===== config.mk =====
export PLATFORM = sky130hd
export DESIGN_NAME = segi_cell
export DESIGN_NICKNAME = d
export VERILOG_FILES = /design/src/rtl/core/segi_pkg.sv /design/src/rtl/core/segi_cell.sv
export SDC_FILE = /design/constraint.sdc
export NUM_CORES = 1
export LEC_CHECK = 0
export BUFFER_PORTS_ARGS = -buffer_cell sky130_fd_sc_hd__buf_2
export CORE_AREA = 3 3 140 155
export DETAILED_ROUTE_END_ITERATION = 16
export DIE_AREA = 0 0 143 158
export GPL_TIMING_DRIVEN = 0
export HOLD_SLACK_MARGIN = 0.02
export PLACE_DENSITY = 0.77
export SYNTH_ARGS = -nofsm -noshare
export SYNTH_HDL_FRONTEND = slang
export SYNTH_SLANG_ARGS = --single-unit

===== constraint.sdc =====
create_clock -name clk -period 0.8 [get_ports clk]
set_input_delay 0.16 -clock clk [delete_from_list [all_inputs] [get_ports clk]]
set_output_delay 0.16 -clock clk [all_outputs]
set_load 0.005 [all_outputs]

===== src/rtl/core/segi_pkg.sv =====
package segi_pkg;

	// Default coordinate width: signed Q12.4 pixel coordinates.
	localparam int COORD_WIDTH = 16;

	// Control flags that travel alongside each beat through the pipeline.
	typedef struct packed {
		logic valid;
		logic hit;
		logic neg_x;
		logic neg_y;
	} segi_tag_t;

endpackage


===== src/rtl/core/segi_cell.sv =====
module segi_cell #(
	parameter int W = segi_pkg::COORD_WIDTH
) (
	input  logic                clk,
	input  logic                arst_n,
	input  segi_pkg::segi_tag_t tag_in,
	input  logic [W-1:0]        x1_in,
	input  logic [W-1:0]        y1_in,
	input  logic [2*W+2:0]      d_in,
	input  logic [2*W+2:0]      rem_x_in,
	input  logic [W-1:0]        lq_x_in,
	input  logic [2*W+2:0]      rem_y_in,
	input  logic [W-1:0]        lq_y_in,
	output segi_pkg::segi_tag_t tag_q,
	output logic [W-1:0]        x1_q,
	output logic [W-1:0]        y1_q,
	output logic [2*W+2:0]      d_q,
	output logic [2*W+2:0]      rem_x_q,
	output logic [W-1:0]        lq_x_q,
	output logic [2*W+2:0]      rem_y_q,
	output logic [W-1:0]        lq_y_q
);

	localparam int P = 2 * W + 3;

	// One restoring step per lane: shift in the next dividend bit, try to subtract.
	logic [P:0]   sh_x, sh_y, dif_x, dif_y;
	logic         qb_x, qb_y;
	logic [P-1:0] rem_x_d, rem_y_d;

	always_comb begin
		sh_x    = {rem_x_in, lq_x_in[W-1]};
		sh_y    = {rem_y_in, lq_y_in[W-1]};
		dif_x   = sh_x - {1'b0, d_in};
		dif_y   = sh_y - {1'b0, d_in};
		qb_x    = (sh_x >= {1'b0, d_in});
		qb_y    = (sh_y >= {1'b0, d_in});
		rem_x_d = qb_x ? dif_x[P-1:0] : sh_x[P-1:0];
		rem_y_d = qb_y ? dif_y[P-1:0] : sh_y[P-1:0];
	end

	always_ff @(posedge clk or negedge arst_n) begin
		if (!arst_n) begin
			tag_q <= '0;
		end else begin
			tag_q <= tag_in;
		end
	end

	// The quotient bits enter at the bottom as the dividend bits leave the top.
	always_ff @(posedge clk) begin
		x1_q    <= x1_in;
		y1_q    <= y1_in;
		d_q     <= d_in;
		rem_x_q <= rem_x_d;
		rem_y_q <= rem_y_d;
		lq_x_q  <= {lq_x_in[W-2:0], qb_x};
		lq_y_q  <= {lq_y_in[W-2:0], qb_y};
	end

endmodule


Word level (Yosys, flattened, before mapping)
Index checks and enable logic that the tools add are counted.
Cells by class
  $add $sub $neg: 2
  $lt $le $gt $ge: 2
  muxes and demuxes: 2
Operator list (count)
  greater-or-equal comparator 36 x 35 -> 1 bit: 2
  2-to-1 mux 35 bit: 2
  subtractor 35 bit: 2
Storage, ports and cells
  register bits: 173
  input port bits: 175
  output and inout bits: 173
  word-level logic and storage cells: 17

Longest topological paths before layout
Gate-level depths: netlist (run 1).
  word-level depth: 2
  depth in mapped cells: 14
  gate-level depth less buffers: 12

Worst setup path after synthesis (run 1)
OpenSTA, ideal clock, no wires.
  kind: input port to flip-flop
  from: in lq_x_in[15]
  to: reg rem_x_q[10]
  library setup time: 0.121 ns
  arrival: 2.834 ns
  required time: 0.679 ns
  path slack: -2.155 ns
  stages on the path: 14
  path buffers: 2
  cells stage by stage: inv_1 > ha_1 > fa_1 > nand2b_1 > a211oi_1 > o311ai_1 > a21oi_1 > nand2b_1 > a21oi_2 > o31ai_1 > a211o_1 > buf_2 > buf_2 > mux2_2
On the way
  word-level cells in the longest chain between the ends: 2
  elaborated cells on any way between the ends: 3
  those cells by class: add/sub: 1; order compare: 1; mux: 1
Ends and longest elaborated chain
  from (decl): line segi_cell.sv:11  | input logic [W-1:0] lq_x_in,
  subtractor 35 bit or greater-or-equal comparator 36 x 35 -> 1 bit (tied branches): line segi_cell.sv:34, segi_cell.sv:36
  2-to-1 mux 35 bit (*): line segi_cell.sv:38  | rem_x_d = qb_x ? dif_x[P-1:0] : sh_x[P-1:0];
  named net rem_x_d[10]: line segi_cell.sv:29  | logic [P-1:0] rem_x_d, rem_y_d;
  to (signal assigned): line segi_cell.sv:55  | rem_x_q <= rem_x_d;
  to (decl): line segi_cell.sv:18  | output logic [2*W+2:0] rem_x_q,
Mark *: on every way through the listed nets, which the timed path passes. The rest lies on a longest branch.

Worst setup path after layout (run 1)
  from: in lq_x_in[15]
  to: reg rem_x_q[25]
Same word-level chain as after synthesis.

==> results of run 1 <==
==> per-layer routing <==
metal	GRT usage [%]	vias to the layer above
met4	11.5	10
met1	27.6	4078
li1	-	4146
met5	0	-
met2	48.2	405
met3	8.16	99
==> metrics by stage <==
step / TNS, ns / utilization, %
3_5_place_dp: -178.03 / 52.0
2_1_floorplan: -128.12 / -
4_1_cts: -162.13 / 66.0
5_1_grt: -168.75 / 69.9
6_report: -158.86 / 69.9
3_3_place_gp: -176.89 / 52.0
==> worst max-delay path by stage <==
| stage | startpoint | end | slack, ns | cells past startpoint |
|---|---|---|---|---|
| finish | lq_x_in[15] | rem_x_q[25]$_DFF_P_ | -1.79 | 15 |
| global route | lq_x_in[15] | rem_x_q[25]$_DFF_P_ | -1.84 | 15 |
| CTS | lq_y_in[15] | rem_y_q[32]$_DFF_P_ | -1.79 | 14 |
| detailed placement | lq_x_in[15] | rem_x_q[10]$_DFF_P_ | -2.64 | 15 |
| global placement | lq_x_in[15] | rem_x_q[33]$_DFF_P_ | -2.64 | 15 |
| floorplan | lq_x_in[15] | rem_x_q[10]$_DFF_P_ | -1.87 | 14 |
==> flip-flops by register name, summed over array words and instances, names as in the netlist <==
| name | cells |
|---|---|
| d_q | 35 |
| tag_q | 4 |
| lq_x_q | 16 |
| rem_x_q | 35 |
| rem_y_q | 35 |
| lq_y_q | 16 |
| x1_q | 16 |
| y1_q | 16 |
==> cell type report <==
type / instances / area (um^2) / share of cell area, %
Antenna cell: 3 / 7.51 / 0.0535
Buffer: 19 / 209 / 1.49
Clock buffer: 18 / 439 / 3.13
Clock inverter: 14 / 153 / 1.09
Inverter: 54 / 235 / 1.68
Multi-Input combinational cell: 598 / 4890 / 34.9
Sequential cell: 173 / 3560 / 25.4
Tap cell: 252 / 315 / 2.25
Timing Repair Buffer: 553 / 4210 / 30.0
==> kinds of logic (layout without fill, tap and decap cells) <==
logic type,Yosys count,after routing,share of synthesized area (%)
DFF,173,173,43.4
xor gates and xnor gates,62,62,6.76
and+or+nand+nor,191,191,10.9
buffers and inverters,79,658,3.91
muxes,39,39,5.39
adders and majority gates,72,72,11.4
other,0,3,0
AOI/OAI and AO/OA,234,234,18.2
==> placed cells by master, fill, tap and decap left out, types with 6 or more instances in the layout <==
| master | instances |
|---|---|
| sky130_fd_sc_hd__a211oi_1 | 8 |
| sky130_fd_sc_hd__dlygate4sd3_1 | 171 |
| sky130_fd_sc_hd__buf_4 | 22 |
| sky130_fd_sc_hd__and2_1 | 6 |
| sky130_fd_sc_hd__and3_1 | 15 |
| sky130_fd_sc_hd__dfxtp_2 | 60 |
| sky130_fd_sc_hd__xnor2_1 | 36 |
| sky130_fd_sc_hd__xor2_1 | 26 |
| sky130_fd_sc_hd__buf_12 | 8 |
| sky130_fd_sc_hd__nand3_1 | 14 |
| sky130_fd_sc_hd__nor2_1 | 41 |
| sky130_fd_sc_hd__nand4_1 | 10 |
| sky130_fd_sc_hd__clkbuf_16 | 22 |
| sky130_fd_sc_hd__nand2_4 | 8 |
| sky130_fd_sc_hd__dfxtp_1 | 108 |
| sky130_fd_sc_hd__nand2_1 | 48 |
| sky130_fd_sc_hd__o21ai_2 | 18 |
| sky130_fd_sc_hd__inv_1 | 46 |
| sky130_fd_sc_hd__buf_8 | 6 |
| sky130_fd_sc_hd__clkbuf_1 | 8 |
| sky130_fd_sc_hd__o21ai_0 | 39 |
| sky130_fd_sc_hd__buf_6 | 53 |
| sky130_fd_sc_hd__o21ai_1 | 13 |
| sky130_fd_sc_hd__buf_2 | 297 |
| sky130_fd_sc_hd__o21a_1 | 8 |
| sky130_fd_sc_hd__a31oi_1 | 9 |
| sky130_fd_sc_hd__ha_1 | 59 |
| sky130_fd_sc_hd__a21oi_1 | 61 |
| sky130_fd_sc_hd__a21o_1 | 21 |
| sky130_fd_sc_hd__o21bai_1 | 7 |
| sky130_fd_sc_hd__ha_4 | 8 |
| sky130_fd_sc_hd__nand2_2 | 20 |
| sky130_fd_sc_hd__mux2_4 | 34 |
==> power groups by stage <==
stage          logic [W]  registers, W  clock network (W)
6_report         0.00861        0.0101            0.00844
5_1_grt          0.00925        0.0102            0.00894
4_1_cts          0.00762       0.00994            0.00848
3_5_place_dp     0.00637        0.0101                  0
3_3_place_gp     0.00628        0.0101                  0
2_1_floorplan    0.00366        0.0103                  0
==> tightest hold or removal path, stage by stage <==
cell and delay (ns):
sky130_fd_sc_hd__buf_2 0.10, sky130_fd_sc_hd__inv_1 0.06, sky130_fd_sc_hd__mux2i_1 0.11
==> repair_timing <==
item / in CTS / in global routing
cloned: 3 / 5
setup buffers: 19 / 10
endpoints found under the setup margin: 245 / 245
pin swaps: 20 / 44
resized for setup: 95 / 182
hold endpoints to repair: 173 / 1
hold buffers: 170 / 1
==> out/qor.txt, run 1 <==
result of the run: complete, but fails checks
violated checks: setup timing
hold endpoint: rem_x_q[1]$_DFF_P_
initial cell density of the core: 40.0%
Yosys reg bits: 173
mean post-synth cell area: 9.45 um^2
share of total power in the clock network: 31.1%
residual DRC count: 0
routed vias: 8738
cell count after synthesis: 850
share of the synthesized area in the top cell type: 42.1%
final setup slack of the worst path: -1.79 ns
register area share after synthesis: 43.4%
hold path start: rem_x_in[0]
Buf/Inv on CP: 4
post-detailed-routing wire length: 33000 um
transition at the pin with the smallest max-transition slack: 0.467 ns
max-slew headroom at the worst pin: 68.7%
number of I/O port buffers: 347
Die ar.: 22600 um^2
met3 routed wirelength: 2640 um
placed cell count: 1449
Leakage Power: 6.69 nW
design area: 14000 um^2
maximum root-to-sink buffer count: 2
crit path DAT: 2.92 ns
Sw Pwr: 0.00853 W
largest stage delay on the critical path: 0.37 ns
Critical-path top delay cell: sky130_fd_sc_hd__fa_2
power density normalized to cell area: 1940 nW/um^2
Top-Level Pins: 348
dominant cell by count in the synthesized netlist: sky130_fd_sc_hd__dfxtp_1
ratio of cells with drive above 1 in the final layout: 43.6%
number of rows in the core area: 54
total congestion overflow after global routing: 0
Setup CP Type: primary input to flop
pre-CTS worst setup slack: -2.64 ns
Req. time, crit path: 1.13 ns
highest net fanout along the worst path: 7
# clock sinks: 173
count of TritonRoute iterations in the first routing pass: 5
number of failing setup endpoints in the final timing report: 245
wire length on met2: 17100 um
max cap viols: 0
Worst setup SP type: primary input
Worst path most repeated cell: sky130_fd_sc_hd__nand2b_4
CTS H-Tree Depth: 4
unrepaired setup endpoints after global routing: yes
most area-hungry cell type in the Yosys netlist: sky130_fd_sc_hd__dfxtp_1
highest achievable clock rate: 0.386 GHz
cells along the critical path: buf_8 > inv_12 > ha_4 > fa_2 > nand2b_4 > a211oi_4 > o311ai_4 > a21oi_2 > nand2b_4 > a21oi_4 > o31ai_2 > a211o_1 > buf_12 > clkbuf_16 > mux2_4
final hold vios: 0
final-layout worst hold slack: 0.0463 ns
Placer Congestion: 0.936
number of nets in the synthesized netlist: 1097
total of fill cells in the finished design: 1441
share of the clock period used by the worst path: 324%
HPWL Detailed: 21400 um
portion of total power attributed to combinational logic: 31.7%
Wirelength per Cell: 19.6 um
share of synthesized registers carrying an async set or reset: 2.31%
sequential fraction of design power: 37.2%
category of cells accounting for the largest share of critical-path delay: compound AO/OA/AOI/OAI gates
total power: 0.0272 W
vias in the first global route: 8699
hold path cells: 3
number of buffers created by CTS: 17
most numerous cell types in the synthesized netlist: sky130_fd_sc_hd__dfxtp_1, sky130_fd_sc_hd__nand2_1, sky130_fd_sc_hd__ha_1, sky130_fd_sc_hd__o21ai_0, sky130_fd_sc_hd__a21oi_1
most area-consuming cells after synthesis: sky130_fd_sc_hd__dfxtp_1, sky130_fd_sc_hd__ha_1, sky130_fd_sc_hd__mux2_2, sky130_fd_sc_hd__o21ai_0, sky130_fd_sc_hd__a21oi_1
Max IR drop VDD: 1.53 mV
Root Buffer Master: sky130_fd_sc_hd__clkbuf_16
die span in x: 143 um
TritonCTS clock tree: done
cell-internal power: 0.0186 W
vias per std cell: 5.19
total global routing track utilization: 26.3%
# nets final: 1663
dominant synthesized flop cell: sky130_fd_sc_hd__dfxtp_1
DP Area: 10400 um^2
register clock-pin slew on the reported worst setup and hold paths: 0.07 ns
Core Box Area: 20100 um^2
Slew Viols, Final: 0
area overhead of the layout relative to synthesis: 74.7%
Setup crit end kind: flop
Antenna Nets Post-Route: 0
Die Height: 158 um
number of synthesized flops with an enable pin: 0
top layer in use: met5
number of distinct library cells after synthesis: 56
Iter 0 DRT Violations: 415
fraction of power spent switching nets: 31.4%
maximum number of pins on one net before global-route repair: 19
class of the tightest hold or removal check: primary input to flop
sum of routed wire segments on met1: 11900 um
initial antenna violation count: 7
first-pass GRT wire length: 46100 um
post-layout min period: 2.59 ns
area of the mapped netlist: 8030 um^2
warnings from Yosys: 0
Post-Layout Cell Count: 1684
Note: power is estimated with default switching activity, not from simulation.
==> run 2: changes to the inputs <==
Settings changed: BUFFER_PORTS_ARGS -buffer_cell sky130_fd_sc_hd__buf_2 to not set, DONT_BUFFER_PORTS set to 1, PLACE_DENSITY 0.77 to 0.62.
==> run 2 against run 1 <==
Compared with the run above: the flow finishes with violations (hold timing, setup timing); die area did not move; clock power rose by 3.0%; global-route usage fell by 1.9 points; core utilization fell by 9.4 points; flip-flop and latch count did not move; final cell count fell by 21%; combinational power fell by 27%; power fell by 5.6%; sequential share of layout area rose by 5.1 points; sequential power rose by 5%; critical endpoint is now rem_y_q[21]$_DFF_P_; largest cell class unchanged; largest power group unchanged; highest routed layer is now met4.
==> out/qor.txt, run 2 (synthesized netlist as in run 1, its figures left out) <==
final hold vios: 4 (+4)
Top-Level Pins: 348 (unchanged)
total power: 0.0256 W (-5.6%)
cells along the critical path: clkinvlp_4 > buf_6 > ha_4 > and2_4 > o41a_1 > a311o_1 > o22ai_4 > a21oi_4 > a221oi_4 > buf_6 > inv_6 > mux2_4
# clock sinks: 173 (unchanged)
number of buffers created by CTS: 17 (unchanged)
Setup crit end kind: flop
total congestion overflow after global routing: 0 (unchanged)
Leakage Power: 5.21 nW (-22%)
Critical-path top delay cell: sky130_fd_sc_hd__o41a_1
transition at the pin with the smallest max-transition slack: 0.415 ns (-0.0519 ns)
most frequent cells in the layout: sky130_fd_sc_hd__dlygate4sd3_1, sky130_fd_sc_hd__dfxtp_2, sky130_fd_sc_hd__ha_1
Core Box Area: 20100 um^2 (unchanged)
vias per std cell: 5.43 (+4.6%)
Antenna Nets Post-Route: 0 (unchanged)
Placer Congestion: 0.894 (-4.5%)
max cap viols: 0 (unchanged)
die span in x: 143 um (unchanged)
share of the clock period used by the worst path: 314% (-10 points)
initial antenna violation count: 0 (-7)
post-layout min period: 2.51 ns (-0.0811 ns)
area overhead of the layout relative to synthesis: 51.1%
crit path DAT: 2.84 ns (-0.08 ns)
max-slew headroom at the worst pin: 72.1% (+3.4 points)
first-pass GRT wire length: 42000 um (-8.8%)
register clock-pin slew on the reported worst setup and hold paths: 0.08 ns (about the same)
Req. time, crit path: 1.13 ns (about the same)
initial cell density of the core: 40.0% (unchanged)
Worst path most repeated cell: sky130_fd_sc_hd__buf_6
unrepaired setup endpoints after global routing: yes
TritonCTS clock tree: done
highest net fanout along the worst path: 8 (+1)
leading cell type in the layout, fill and taps excluded: sky130_fd_sc_hd__dlygate4sd3_1
Wirelength per Cell: 22.2 um (+13%)
Max IR drop VDD: 1.46 mV (-4.9%)
# nets final: 1315 (-21%)
Die Height: 158 um (unchanged)
final setup slack of the worst path: -1.71 ns (+0.0811 ns)
Root Buffer Master: sky130_fd_sc_hd__clkbuf_16
number of inserted diodes: 0 (-3)
number of failing setup endpoints in the final timing report: 245 (unchanged)
post-detailed-routing wire length: 29600 um (-10%)
category of cells accounting for the largest share of critical-path delay: compound AO/OA/AOI/OAI gates
total global routing track utilization: 24.4% (-1.9 points)
maximum number of pins on one net before global-route repair: 22 (+3)
final-layout worst hold slack: -0.258 ns (-0.304 ns)
count of TritonRoute iterations in the first routing pass: 5 (unchanged)
power density normalized to cell area: 2110 nW/um^2 (+9.1%)
maximum root-to-sink buffer count: 2 (unchanged)
Buf/Inv on CP: 4 (unchanged)
violated checks: hold timing, setup timing
Iter 0 DRT Violations: 258 (-38%)
HPWL Detailed: 19900 um (-7.0%)
pre-CTS worst setup slack: -2.49 ns (+0.155 ns)
ratio of cells with drive above 1 in the final layout: 35.5% (-8.1 points)
result of the run: complete, but fails checks
quantity of hold-fixing buffers added after cts: 169 (-0.59%)
Die ar.: 22600 um^2 (unchanged)
class of the tightest hold or removal check: primary input to flop
vias in the first global route: 7333 (-16%)
Worst setup SP type: primary input
number of I/O port buffers: 0 (-100%)
Setup CP Type: primary input to flop
registers with the most flip-flops: d_q: 35 flops, rem_x_q: 35 flops, rem_y_q: 35 flops
routed vias: 7236 (-17%)
CTS H-Tree Depth: 4 (unchanged)
residual DRC count: 0 (unchanged)
number of rows in the core area: 54 (unchanged)
Slew Viols, Final: 0 (unchanged)
highest achievable clock rate: 0.399 GHz (+3.2%)
largest stage delay on the critical path: 0.46 ns (+0.09 ns)
## run 2: cell type report
class,count,area (um^2)
plain buffers,23,250
clock buffers,17,425
clock inverters,15,210
fillers,1613,7940
inverters,54,246
multi-input cells,598,4900
flip-flops and latches,173,3700
well taps,252,315
repair buffers,201,2080
## run 2: final timing paths
kind	slack (ns)	from	cells past startpoint	endpoint
max in group asynchronous	0.04	arst_n	2	tag_q[3]$_DFF_PN0_
min	-0.26	d_in[1]	0	d_q[1]$_DFF_P_
min in group asynchronous	0.56	arst_n	2	tag_q[0]$_DFF_PN0_
max	-1.71	d_in[7]	12	rem_y_q[21]$_DFF_P_
## run 2: timing repair
action                                  CTS  global route
endpoints found under the setup margin  245           245
endpoints found under the hold margin   175             6
gates resized for setup                 217           108
gates cloned                              2             5
pin swaps                                16            46
setup buffers                            15            10
## run 2: power breakdown
group	switching (W)	leakage, nW	total [W]	internal, W
Sequential	0.000718	1.48	0.0106	0.00990
Combinational	0.00303	3.43	0.00631	0.00328
Clock	0.00435	0.301	0.00869	0.00434
## run 2: metal layers
layer	vias to the layer above	global-route usage (%)	wire (um)
li1	3452	-	-
met1	3409	26.8	11100
met2	316	44.9	15200
met3	59	6.65	2290
met4	0	8.87	967
met5	-	0	0
## run 2: per-stage QoR
step	hold slack, ns	cell area, um^2	setup TNS (ns)	util (%)	cells
5_1_grt	-0.271	12100	-147.09	60.5	1333
3_3_place_gp	-0.135	8700	-168.33	43.3	1102
2_1_floorplan	-0.136	8380	-128.12	-	850
6_report	-0.258	12100	-139.00	60.5	1333
4_1_cts	-0.273	11600	-144.35	57.9	1320
3_5_place_dp	-0.135	8700	-169.69	43.3	1102
==> run 3: changes to the inputs <==
==> constraint.sdc (replaced) <==
create_clock -name clk -period 0.8 [get_ports clk]
set_input_delay 0.16 -clock clk [delete_from_list [all_inputs] [get_ports clk]]
set_output_delay 0.16 -clock clk [all_outputs]
set_load 0.1 [all_outputs]
==> run 3 against run 2 <==
Compared with the run above: combinational power up 4.6%; hold slack better by 0.0027 ns; die area unchanged; the flow still finishes with violations (hold timing, setup timing); clock power down 4.4%; sequential share of layout area grew 2.0 points; largest power group unchanged; non-clock buffer count is 3 higher; routed wire length increased by 3.6%.
==> out/qor.txt, run 3 (synthesized netlist as in run 1, its figures left out) <==
result of the run: complete, but fails checks
violated checks: hold timing, setup timing
number of rows in the core area: 54 (unchanged)
Max IR drop VDD: 1.65 mV (+13%)
fraction of power spent switching nets: 46.8% (+15 points)
area overhead of the layout relative to synthesis: 58.5%
highest net fanout along the worst path: 6 (-2)
total of fill cells in the finished design: 1573 (-2.5%)
transition at the pin with the smallest max-transition slack: 0.444 ns (+0.0292 ns)
initial cell density of the core: 40.0% (unchanged)
# nets final: 1318 (+0.23%)
quantity of hold-fixing buffers added after cts: 169 (unchanged)
highest achievable clock rate: 0.409 GHz (+2.7%)
TritonCTS clock tree: done
# clock sinks: 173 (unchanged)
multi-input gate area in the final layout: 5050 um^2 (+3.1%)
Placer Congestion: 0.850 (-5.0%)
post-detailed-routing wire length: 30700 um (+3.6%)
DP Area: 8920 um^2 (+2.6%)
Die Height: 158 um (unchanged)
Setup CP Type: primary input to flop
final hold vios: 4 (unchanged)
ratio of cells with drive above 1 in the final layout: 37.8% (+2.3 points)
vias per std cell: 5.47 (+0.73%)
CTS H-Tree Depth: 4 (unchanged)
vias in the first global route: 7699 (+5.0%)
register clock-pin slew on the reported worst setup and hold paths: 0.07 ns (about the same)
die span in x: 143 um (unchanged)
class of the tightest hold or removal check: primary input to flop
unrepaired setup endpoints after global routing: yes
initial antenna violation count: 1 (+1)
Req. time, crit path: 1.13 ns (about the same)
first-pass GRT wire length: 44000 um (+4.6%)
maximum number of pins on one net before global-route repair: 20 (-9.1%)
Slew Viols, Final: 0 (unchanged)
portion of total power attributed to combinational logic: 19.9% (-4.7 points)
max cap viols: 0 (unchanged)
power density normalized to cell area: 2600 nW/um^2 (+23%)
maximum root-to-sink buffer count: 2 (unchanged)
cell-internal power: 0.0176 W (+0.55%)
number of I/O port buffers: 0 (unchanged)
most frequent cells in the layout: sky130_fd_sc_hd__dfxtp_4, sky130_fd_sc_hd__dlygate4sd3_1, sky130_fd_sc_hd__a21oi_1
registers with the most flip-flops: d_q: 35 flops, rem_x_q: 35 flops, rem_y_q: 35 flops
Wirelength per Cell: 22.9 um (+3.3%)
number of buffers created by CTS: 17 (unchanged)
count of TritonRoute iterations in the first routing pass: 5 (unchanged)
final setup slack of the worst path: -1.64 ns (+0.0659 ns)
Sw Pwr: 0.0155 W (+91%)
max-slew headroom at the worst pin: 70.1% (-2.0 points)
sequential cell area: 4130 um^2 (+12%)
share of the clock period used by the worst path: 305% (-8.2 points)
total power: 0.0331 W (+29%)
residual DRC count: 0 (unchanged)
Worst setup SP type: primary input
Top-Level Pins: 348 (unchanged)
Iter 0 DRT Violations: 449 (+74%)
number of failing setup endpoints in the final timing report: 245 (unchanged)
total congestion overflow after global routing: 0 (unchanged)
Die ar.: 22600 um^2 (unchanged)
leading cell type in the layout, fill and taps excluded: sky130_fd_sc_hd__dfxtp_4
share of total power in the clock network: 25.1% (-8.8 points)
Antenna Nets Post-Route: 0 (unchanged)
Leakage Power: 5.29 nW (+1.6%)
routed vias: 7311 (+1.0%)
HPWL Detailed: 20000 um (+0.52%)
design area: 12700 um^2 (+4.9%)
Setup crit end kind: flop
crit path DAT: 2.77 ns (-0.07 ns)
Core Box Area: 20100 um^2 (unchanged)
Root Buffer Master: sky130_fd_sc_hd__clkbuf_16
pre-CTS worst setup slack: -2.52 ns (-0.0309 ns)
post-layout min period: 2.44 ns (-0.0659 ns)
sequential fraction of design power: 55.0% (+14 points)
total global routing track utilization: 25.7% (+1.2 points)
final-layout worst hold slack: -0.255 ns (+0.00275 ns)
## run 3: cell types whose count changed in the layout (fill, tap and decap cells not counted), sizes merged
cell	previous run	this run
dlygate4sd3	169	168
clkinvlp	4	5
buf	37	47
diode	0	1
inv	58	57
clkbuf	35	29
## run 3: metal layers
metal | global-route usage [%] | vias to the layer above | share of wire (%)
met3 | 8.10 | 49 | 8.4
met1 | 27.2 | 3489 | 36
met5 | 0 | - | 0
met4 | 8.96 | 0 | 2.5
li1 | - | 3454 | -
met2 | 47.8 | 319 | 53
## run 3: metrics by stage
stage	util, %	instances	setup TNS, ns
2_1_floorplan	-	850	-129.17
3_3_place_gp	44.4	1102	-171.07
3_5_place_dp	44.4	1102	-170.50
4_1_cts	60.9	1331	-177.94
5_1_grt	63.4	1337	-175.74
6_report	63.4	1337	-167.00
## run 3: cell type report
class | instances | share of cell area, %
Multi-Input combinational cell | 598 | 39.7
Sequential cell | 173 | 32.5
Timing Repair Buffer | 213 | 17.6
Clock buffer | 17 | 3.34
Tap cell | 252 | 2.48
Inverter | 54 | 1.97
Clock inverter | 15 | 1.35
Buffer | 14 | 1.12
Antenna cell | 1 | 0.0197
## run 3: final timing paths
check                         start             endpoint  slack, ns  cells after the start
min in group asynchronous    arst_n   tag_q[2]$_DFF_PN0_       0.01                      1
hold / removal              d_in[1]       d_q[1]$_DFF_P_      -0.25                      0
max in group asynchronous    arst_n   tag_q[0]$_DFF_PN0_       0.57                      1
setup / recovery           d_in[12]  rem_x_q[26]$_DFF_P_      -1.64                     13
## run 3: power groups by stage
stage                     combinational [W]  sequential (W)  clock, W
after floorplan                     0.00366          0.0181         0
after global placement              0.00448          0.0184         0
after detailed placement            0.00452          0.0184         0
after CTS                           0.00590          0.0182   0.00844
after global routing                0.00713          0.0183   0.00884
final                               0.00660          0.0182   0.00831
## run 3: repair_timing
action / 4_1_cts / 5_1_grt
setup buffers: 30 / 10
cloned: 2 / 5
setup endpoints to repair: 245 / 249
hold endpoints to repair: 175 / 8
pin swaps: 23 / 49
gates resized for setup: 229 / 134
## run 3: critical path, stage by stage
cell	delay [ns]
sky130_fd_sc_hd__inv_1	0.11
sky130_fd_sc_hd__ha_2	0.33
sky130_fd_sc_hd__or2_2	0.34
sky130_fd_sc_hd__a31oi_2	0.25
sky130_fd_sc_hd__a21oi_2	0.10
sky130_fd_sc_hd__nand2b_4	0.18
sky130_fd_sc_hd__a21oi_4	0.18
sky130_fd_sc_hd__o31ai_2	0.07
sky130_fd_sc_hd__a211o_1	0.33
sky130_fd_sc_hd__buf_12	0.16
sky130_fd_sc_hd__buf_12	0.13
sky130_fd_sc_hd__buf_16	0.13
sky130_fd_sc_hd__mux2_4	0.29
